`src/hdl/rpb_pkg.sv`:
```
// Shared constants, types and the divide-by-255 helper for the pixel blender.
package rpb_pkg;

	localparam int NUM_STAGES = 5;

	localparam logic [1:0] MODE_NORMAL   = 2'd0;
	localparam logic [1:0] MODE_ADD      = 2'd1;
	localparam logic [1:0] MODE_MULTIPLY = 2'd2;

	localparam logic [7:0] CFG_IDX_MODE    = 8'd0;
	localparam logic [7:0] CFG_IDX_OPACITY = 8'd1;

	localparam logic [7:0] FULL_ALPHA = 8'hFF;

	typedef struct packed {
		logic [NUM_STAGES-1:0] en;
		logic [NUM_STAGES-1:0] vld;
	} stage_ctl_t;

	// floor(x / 255) for x up to 255*255
	function automatic logic [7:0] div255(input logic [15:0] x);
		logic [15:0] t;
		t = x + {8'd0, x[15:8]} + 16'd1;
		return t[15:8];
	endfunction

endpackage

```
`src/hdl/rpb_pipe_ctrl.sv`:
```
// Valid and load-enable chain for the blend pipeline, with bubble collapsing.
module rpb_pipe_ctrl
	import rpb_pkg::*;
(
	input  logic       clk,
	input  logic       arst_n,
	input  logic       in_valid,
	output logic       in_ready,
	output logic       out_valid,
	input  logic       out_ready,
	output stage_ctl_t ctl
);

	logic [NUM_STAGES-1:0] vld_q;
	logic [NUM_STAGES-1:0] en;

	// a stage loads when empty or when the stage after it moves
	always_comb begin
		en[NUM_STAGES-1] = !vld_q[NUM_STAGES-1] || out_ready;
		for (int k = NUM_STAGES - 2; k >= 0; k--) begin
			en[k] = !vld_q[k] || en[k+1];
		end
	end

	always_ff @(posedge clk or negedge arst_n) begin
		if (!arst_n) begin
			vld_q <= '0;
		end else begin
			if (en[0]) vld_q[0] <= in_valid;
			for (int k = 1; k < NUM_STAGES; k++) begin
				if (en[k]) vld_q[k] <= vld_q[k-1];
			end
		end
	end

	assign in_ready  = en[0];
	assign out_valid = vld_q[NUM_STAGES-1];
	assign ctl.en    = en;
	assign ctl.vld   = vld_q;

endmodule

```
`src/hdl/rpb_chan.sv`:
```
// One color channel of the blend datapath, stages two through five.
module rpb_chan
	import rpb_pkg::*;
(
	input  logic       clk,
	input  stage_ctl_t ctl,
	input  logic [1:0] mode,
	input  logic [7:0] d_s1,
	input  logic [7:0] s_s1,
	input  logic [7:0] a_s3,
	output logic [7:0] res_s5
);

	logic [7:0]  d_s2, s_s2;
	logic [15:0] ds_s2;
	logic [7:0]  d_s3, s_s3, m_s3;
	logic [7:0]  d_s4;
	logic [15:0] pn_s4, psa_s4, pm_s4;
	logic [15:0] sel_prod;
	logic [7:0]  q;
	logic [8:0]  add_sum;
	logic [7:0]  res_next;

	always_ff @(posedge clk) begin
		if (ctl.en[1]) begin
			d_s2  <= d_s1;
			s_s2  <= s_s1;
			ds_s2 <= {8'd0, d_s1} * {8'd0, s_s1};
		end
		if (ctl.en[2]) begin
			d_s3 <= d_s2;
			s_s3 <= s_s2;
			m_s3 <= div255(ds_s2);
		end
		if (ctl.en[3]) begin
			d_s4   <= d_s3;
			psa_s4 <= {8'd0, s_s3} * {8'd0, a_s3};
			pn_s4  <= ({8'd0, s_s3} * {8'd0, a_s3}) +
				({8'd0, d_s3} * {8'd0, FULL_ALPHA - a_s3});
			pm_s4  <= {8'd0, d_s3 - m_s3} * {8'd0, a_s3};
		end
		if (ctl.en[4]) begin
			res_s5 <= res_next;
		end
	end

	// pick the product first so one divider serves every mode
	always_comb begin
		unique case (mode)
			MODE_ADD:      sel_prod = psa_s4;
			MODE_MULTIPLY: sel_prod = pm_s4;
			default:       sel_prod = pn_s4;
		endcase
		q       = div255(sel_prod);
		add_sum = {1'b0, d_s4} + {1'b0, q};
		unique case (mode)
			MODE_ADD:      res_next = add_sum[8] ? FULL_ALPHA : add_sum[7:0];
			MODE_MULTIPLY: res_next = d_s4 - q;
			default:       res_next = q;
		endcase
	end

endmodule

```
`src/hdl/rgba_pixel_blend.sv`:
```
// Top level of the RGBA8888 pixel blender: registers, alpha path and output.
//
// Blends one source pixel onto one destination pixel in normal, add or multiply
// mode, scaled by the layer opacity. The datapath is a five-stage pipeline:
// a request taken at the input is registered in stage one, moves through stages
// two to five and is then presented on the output, and one pixel pair is taken
// every cycle while the output side keeps up. Each
// stage holds when the stage after it is full and stalled, so empty stages
// still fill while a result waits. Mode and opacity are written on the
// configuration channel (index 0 mode, index 1 opacity, others ignored) and
// must only change while no request is in flight. No clearing pass after reset.
module rgba_pixel_blend
	import rpb_pkg::*;
(
	input  logic        clk,
	input  logic        arst_n,
	input  logic        s_tvalid,
	output logic        s_tready,
	input  logic [63:0] s_tdata,  // [31:0] dest_pixel, [63:32] source_pixel
	output logic        m_tvalid,
	input  logic        m_tready,
	output logic [31:0] m_tdata,  // [31:0] blended_pixel
	input  logic        cfg_valid,
	output logic        cfg_ready,
	input  logic [7:0]  cfg_index,
	input  logic [7:0]  cfg_data
);

	stage_ctl_t ctl;

	logic [1:0]  mode_q;
	logic [7:0]  opacity_q;

	logic [31:0] dst_s1;
	logic [31:8] src_s1;
	logic [15:0] aprod_s1;
	logic [31:0] dst_s2;
	logic [7:0]  a_s2;
	logic [31:0] dst_s3;
	logic [7:0]  a_s3;
	logic [31:0] dst_s4;
	logic [7:0]  a_s4;
	logic [15:0] pal_s4;
	logic [31:0] px_s5;
	logic [7:0]  a_s5;
	logic        azero_s5;
	logic [7:0]  res_r, res_g, res_b;
	logic [7:0]  alpha_next;
	logic [7:0]  dA4;

	assign cfg_ready = 1'b1;

	always_ff @(posedge clk or negedge arst_n) begin
		if (!arst_n) begin
			mode_q    <= MODE_NORMAL;
			opacity_q <= FULL_ALPHA;
		end else if (cfg_valid) begin
			if (cfg_index == CFG_IDX_MODE)    mode_q    <= cfg_data[1:0];
			if (cfg_index == CFG_IDX_OPACITY) opacity_q <= cfg_data;
		end
	end

	rpb_pipe_ctrl u_ctrl (
		.clk       (clk),
		.arst_n    (arst_n),
		.in_valid  (s_tvalid),
		.in_ready  (s_tready),
		.out_valid (m_tvalid),
		.out_ready (m_tready),
		.ctl       (ctl)
	);

	always_ff @(posedge clk) begin
		if (ctl.en[0]) begin
			dst_s1   <= s_tdata[31:0];
			src_s1   <= s_tdata[63:40];
			aprod_s1 <= {8'd0, s_tdata[39:32]} * {8'd0, opacity_q};
		end
		if (ctl.en[1]) begin
			dst_s2 <= dst_s1;
			a_s2   <= div255(aprod_s1);
		end
		if (ctl.en[2]) begin
			dst_s3 <= dst_s2;
			a_s3   <= a_s2;
		end
		if (ctl.en[3]) begin
			dst_s4 <= dst_s3;
			a_s4   <= a_s3;
			pal_s4 <= {8'd0, dst_s3[7:0]} * {8'd0, FULL_ALPHA - a_s3};
		end
		if (ctl.en[4]) begin
			a_s5     <= a_s4;
			azero_s5 <= (a_s4 == 8'd0);
			px_s5    <= (a_s4 == 8'd0) ? dst_s4 : 32'd0;
		end
	end

	rpb_chan u_chan_r (
		.clk (clk), .ctl (ctl), .mode (mode_q),
		.d_s1 (dst_s1[31:24]), .s_s1 (src_s1[31:24]), .a_s3 (a_s3), .res_s5 (res_r)
	);

	rpb_chan u_chan_g (
		.clk (clk), .ctl (ctl), .mode (mode_q),
		.d_s1 (dst_s1[23:16]), .s_s1 (src_s1[23:16]), .a_s3 (a_s3), .res_s5 (res_g)
	);

	rpb_chan u_chan_b (
		.clk (clk), .ctl (ctl), .mode (mode_q),
		.d_s1 (dst_s1[15:8]), .s_s1 (src_s1[15:8]), .a_s3 (a_s3), .res_s5 (res_b)
	);

	// output alpha is computed in stage four's slot and registered with the colors
	logic [7:0] alpha_s5;

	assign dA4 = dst_s4[7:0];

	always_comb begin
		unique case (mode_q)
			MODE_ADD, MODE_MULTIPLY: alpha_next = (dA4 > a_s4) ? dA4 : a_s4;
			default:                 alpha_next = a_s4 + div255(pal_s4);
		endcase
	end

	always_ff @(posedge clk) begin
		if (ctl.en[4]) alpha_s5 <= alpha_next;
	end

	// zero alpha passes the destination through untouched
	assign m_tdata = azero_s5 ? px_s5 : {res_r, res_g, res_b, alpha_s5};

`ifndef SYNTH
	a_full_stall: assert property (@(posedge clk) disable iff (!arst_n)
		((&ctl.vld) && !m_tready) |-> !s_tready)
		else $error("input taken while every stage is full and stalled");

	a_alpha_bound: assert property (@(posedge clk) disable iff (!arst_n)
		ctl.vld[1] |-> (a_s2 <= opacity_q))
		else $error("effective alpha above layer opacity");

	a_enter: assert property (@(posedge clk) disable iff (!arst_n)
		(s_tvalid && s_tready) |=> ctl.vld[0])
		else $error("accepted request lost at first stage");

	a_out_alpha: assert property (@(posedge clk) disable iff (!arst_n)
		(m_tvalid && !azero_s5) |-> (m_tdata[7:0] >= a_s5))
		else $error("blended alpha below effective alpha");

	a_move: assert property (@(posedge clk) disable iff (!arst_n)
		(ctl.vld[NUM_STAGES-1] && !m_tready) |=> ctl.vld[NUM_STAGES-1])
		else $error("stalled result dropped from last stage");
`endif

endmodule
```
`config.mk`:
```
export PLATFORM = sky130hd
export DESIGN_NAME = rgba_pixel_blend
export DESIGN_NICKNAME = d
export VERILOG_FILES = /design/src/hdl/rpb_pkg.sv /design/src/hdl/rpb_pipe_ctrl.sv /design/src/hdl/rpb_chan.sv /design/src/hdl/rgba_pixel_blend.sv
export SDC_FILE = /design/constraint.sdc
export NUM_CORES = 2
export LEC_CHECK = 0
export ABC_AREA = 1
export BUFFER_PORTS_ARGS = -buffer_cell sky130_fd_sc_hd__buf_2
export CORE_MARGIN = 2
export CORE_UTILIZATION = 28
export CTS_BUF_LIST = sky130_fd_sc_hd__clkbuf_4
export DETAILED_ROUTE_END_ITERATION = 8
export GPL_TIMING_DRIVEN = 0
export SLEW_MARGIN = 30
export SYNTH_ARGS = -nofsm -noshare
export SYNTH_HDL_FRONTEND = slang
export SYNTH_HIERARCHICAL = 1
export SYNTH_SLANG_ARGS = --single-unit
```
`constraint.sdc`:
```
create_clock -name clk -period 8.3 [get_ports clk]
set_input_delay 0.415 -clock clk [delete_from_list [all_inputs] [get_ports clk]]
set_output_delay 0.415 -clock clk [all_outputs]
set_load 0.02 [all_outputs]
```
Yosys cells after proc, flatten, opt, wreduce, memory -nomap -nowiden

Index checks and enable logic that the tools add are counted.
Widths: inputs -> output; s select.

Muxes and demuxes: 12
Multiply operators: 14
Magnitude comparators: 1
Equality and inequality tests: 3
Div/mod/pow operators: 0
Shift operators: 0
$add $sub $neg: 30
Reduce and logical (&&, ||, !) cells: 15
Bitwise operators: 0

Operator list:

| kind                  | count |
|---|---|
| $mul 8x8->16          | 14 |
| $add 16x1->16 const B | 8 |
| $add 16x8->16         | 8 |
| $pmux 16 s2           | 3 |
| $add 16x16->16        | 3 |
| $pmux 8 s2            | 3 |
| $sub 8x8->8           | 6 |
| $mux 8                | 5 |
| $mux 32               | 1 |
| $add 8x8->9           | 3 |
| $logic_not 8->1       | 2 |
| $add 8x8->8           | 1 |
| $eq 8x1->1 const B    | 1 |
| $gt 8x8->1            | 1 |
| $sub 8x8->8 const A   | 1 |
| $logic_not 1->1       | 5 |
| $logic_or 1x1->1      | 5 |
| $reduce_and 2->1      | 2 |
| $eq 2x1->1 const B    | 1 |
| $eq 2x2->1 const B    | 1 |
| $reduce_or 2->1       | 1 |

Bits in read-only memories: 0
Memories kept: 0
Bits of input ports: 85
Output and inout bits: 35
Memory bits (writable): 0
Latch bits: 0
Register bits after elaboration: 624

Depth between registers and ports, before layout

Word-level depth: 7
Gate-level depth with buffers: 32
Mapped depth without buffers: 31

By module

The synthesis kept the hierarchy.

Modules (own cells, without submodules):

| module              | cells an instance | instances | area an instance (µm²) |
|---|---|---|---|
| rpb_chan (u_chan_b) | 1,790             | 1         | 14,920.6 |
| rpb_chan (u_chan_r) | 1,764             | 1         | 14,756.7 |
| rpb_chan (u_chan_g) | 1,744             | 1         | 14,702.9 |
| rgba_pixel_blend    | 1,262             | 1         | 14,264.9 |
| rpb_pipe_ctrl       | 23                | 1         | 222.7 |

Least setup slack after synthesis

OpenSTA, ideal clock, no wires.

Path type: register to register
Start: reg u_ctrl.vld_q[4]
End: reg a_s2[0] (enable)
Data arrival time: 6,850 ps
Path slack: 277 ps
Required time: 7,127 ps
Cell stages (with the launch flop): 4
Period minus slack after synthesis: 8,023 ps
Path buffers: 0
Setup time: 1,173 ps
Path through: dfrtp_1 -> nand3_2 -> nor2_4 -> nand2_1

RTL lines:

| what                             | line                   | source |
|---|---|---|
| start: declaration               | rpb_pipe_ctrl.sv:14    | `logic [NUM_STAGES-1:0] vld_q;` |
| start signal: indexed assignment | rpb_pipe_ctrl.sv:31    | `if (en[k]) vld_q[k] <= vld_q[k-1];` |
| end signal: assignment           | rgba_pixel_blend.sv:81 | `a_s2 <= div255(aprod_s1);` |
| end: declaration                 | rgba_pixel_blend.sv:38 | `logic [7:0] a_s2;` |

Worst setup path after layout

Start: reg a_s3[7]
End: reg u_chan_g.pn_s4[15], data pin

Cells in the longest elaborated chain, start to end: 3

RTL lines:

| what                     | line                   | source |
|---|---|---|
| start: declaration       | rgba_pixel_blend.sv:40 | `logic [7:0] a_s3;` |
| start signal: assignment | rgba_pixel_blend.sv:85 | `a_s3 <= a_s2;` |
| $sub 8x8->8              | rpb_chan.sv:39         | `({8'd0, d_s3} * {8'd0, FULL_ALPHA - a_s3});` |
| $mul 8x8->16             | rpb_chan.sv:39         |  |
| $add 16x16->16 *         | rpb_chan.sv:38         | `pn_s4 <= ({8'd0, s_s3} * {8'd0, a_s3}) +` |
| end signal: assignment   | rpb_chan.sv:38         |  |
| end: declaration         | rpb_chan.sv:18         | `logic [15:0] pn_s4, psa_s4, pm_s4;` |

Mark *: on every way between the ends. The rest lies on a longest branch, timed or not.
A chain may end at the register's enable or synchronous reset.

==> reports/summary.txt <==
Maximum fanout count along the critical path -> 10
Data arrival time of the critical path -> 8.86 ns
Multi-input gate area in the final layout -> 0.0335 mm²
GRT overflow -> 0
Initial detailed-routing violation count -> 2665
Initial core utilization -> 0.281
GRT Total Usage -> 0.139
Area taken by flip-flops and latches -> 0.0187 mm²
Final period demand of the worst path -> 7.94 ns
CP dominant cell by count -> fa_1
Yosys warning total -> 6
Share of layout cells above drive strength 1 -> 0.0817
Wire length after detailed routing -> 148000 µm
Fin Clk Skew -> 0.0828 ns
Avg Inst Size Synth -> 8.94 µm²
Num Clock Sinks -> 624
Via count -> 44173
Startpoint kind of the worst setup timing path -> flip-flop
Area of all placed cells without fillers -> 0.0671 mm²
Maximum root-to-sink buffer count -> 3
RSZ-0062 raised after global routing -> no
Number of port buffers -> 110
Final worst-path cycle share -> 0.956
Number of nets at the end of the flow -> 8318
X dimension of the die -> 462 µm
Total half-perimeter wirelength after legalization and detailed placement -> 117000 µm
Std cell rows -> 168
HP Class -> in2reg
Slew Viols, Final -> 0
Global-route wire length before repair -> 239000 µm
Area post-placement -> 0.0633 mm²
Placer congestion estimate -> 0.892
WHS -> 0.194 ns
Root buffer selected by CTS -> clkbuf_4
Standard cell with the maximum stage delay on the critical path -> fa_1
Number of antenna violations at the first check in global routing -> 5
Detail Route met3 WL -> 6640 µm
F_max -> 126 MHz
Post-layout worst setup margin -> 0.362 ns
H-tree levels -> 4
Critical path's largest stage delay -> 0.54 ns
Crit Path Class -> reg2reg
First-pass iteration count of the detailed router -> 7
Post-synthesis instance area -> 0.0589 mm²
Pin count of the biggest net entering global routing -> 73
CP Data Required Time -> 9.22 ns
Insertion delay of the later-clocked pin in the worst-skew pair -> 1.18 ns
Mean routed wirelength per cell -> 14.8 µm
Synthesized netlist cell count -> 6582
Clock transition at the registers of the reported paths -> 0.06 ns
Top layer reached by signal wires -> met5
Post-route met1 wirelength -> 63600 µm
Worst setup EP type -> flip-flop
Die Span Y -> 462 µm
Number of global-route vias before repair -> 45898
Number of buffers created by CTS -> 167
Worst-case setup slack after placement -> -0.500 ns
Total die area -> 0.214 mm²
Core Region -> 0.209 mm²
Finish-stage setup viols -> 0
I/O pin count -> 120
Number of fill cells -> 21708
Remaining number of nets flagged by the antenna check after routing -> 0
Amount of wire on met2 after detailed routing -> 72100 µm
Area added between synthesis and finish -> 13.9%
Relative max-transition margin -> 0.440
CTS tree -> built
Routed vias/inst -> 4.43
Status -> completed
Final-layout setup total negative slack -> 0 ns
Slew of the pin with the lowest slew margin -> 0.840 ns
Final Hold Violating Endpoints -> 0
Drc violations -> 0
Synthesized Nets -> 7864
MaxCap Viol Count -> 0
-- cell usage in the layout, fill, tap and decap left out, types with 18 or more instances in the layout --
cell type,instances
inv_1,1558
nand2_1,1399
ha_1,641
edfxtp_1,609
fa_1,556
nor2_1,405
clkbuf_4,240
a21oi_1,239
nand3_1,225
o21ai_0,162
dlygate4sd3_1,148
buf_2,136
clkbuf_1,126
xor2_1,112
xnor2_1,65
nand4_1,54
clkinv_1,45
o21ai_1,33
mux2_2,31
nor3_1,29
or2_2,26
a21o_1,24
o21bai_1,22
inv_2,18
-- per-layer routing --
| layer | vias to the layer above | GRT usage |
|---|---|---|
| met1 | 21293 | 0.170 |
| li1 | 21507 | - |
| met4 | 2 | 0.0588 |
| met2 | 1104 | 0.240 |
| met3 | 267 | 0.0227 |
| met5 | - | 0 |
-- sequential cells by signal, summed over array words and instances, names as in the netlist, 24 cells and up --
register	flops
dst_s1	32
dst_s2	32
dst_s3	32
dst_s4	32
px_s5	32
src_s1	24
-- stage by stage --
stage                     cells  utilization
after floorplan            6582            -
after global placement     9497        0.301
after detailed placement   9511        0.302
after CTS                  9962        0.320
after global routing       9976        0.320
final                      9979        0.320
-- worst paths after layout --
check	from	endpoint	slack (ns)	cells past startpoint
worst min register to register	dst_s3[20]$_DFFE_PP_	dst_s4[20]$_DFFE_PP_	0.36	0
worst min-delay path	cfg_index[0]	mode_q[0]$_DFFE_PN0P_	0.19	4
min in group asynchronous	arst_n	u_ctrl/vld_q[2]$_DFFE_PN0P_	0.47	4
worst max-delay path	a_s3[7]$_DFFE_PP_	u_chan_g/pn_s4[15]$_DFFE_PP_	0.36	30
worst max register to register	a_s3[7]$_DFFE_PP_	u_chan_g/pn_s4[15]$_DFFE_PP_	0.36	30
max in group asynchronous	arst_n	opacity_q[5]$_DFFE_PN1P_	7.47	4
-- final cells by class --
class,count,share of cell area
clock inverters,59,0.00459
multi-input cells,4185,0.499
plain buffers,186,0.0123
clock buffers,237,0.0265
flip-flops and latches,624,0.278
repair buffers,288,0.0374
diodes,11,0.000410
well taps,2805,0.0523
inverters,1584,0.0888
-- what timing repair did --
| item | CTS | global route |
|---|---|---|
| gates resized for setup | 12 | 16 |
| pin swaps | 0 | 0 |
| hold buffers | 148 | 1 |
| hold endpoints to repair | 123 | 7 |
| setup endpoints to repair | 22 | 21 |
| buffers inserted | 8 | 7 |
-- worst max-delay path, delay by kind of cell, from the launching register on --
| family | cells | cell delay (ns) |
|---|---|---|
| XOR/XNOR | 1 | 0.25 |
| AND/OR/NAND/NOR | 4 | 0.34 |
| buffers and inverters | 9 | 1.19 |
| AO/OA/AOI/OAI | 6 | 1.06 |
| flip-flops | 1 | 0.50 |
| adder cells (fa/ha/maj) | 10 | 4.34 |
Power is left out: the tool's default activity adds up to more than one toggle a clock period on the data nets, which glitch-free logic cannot reach.
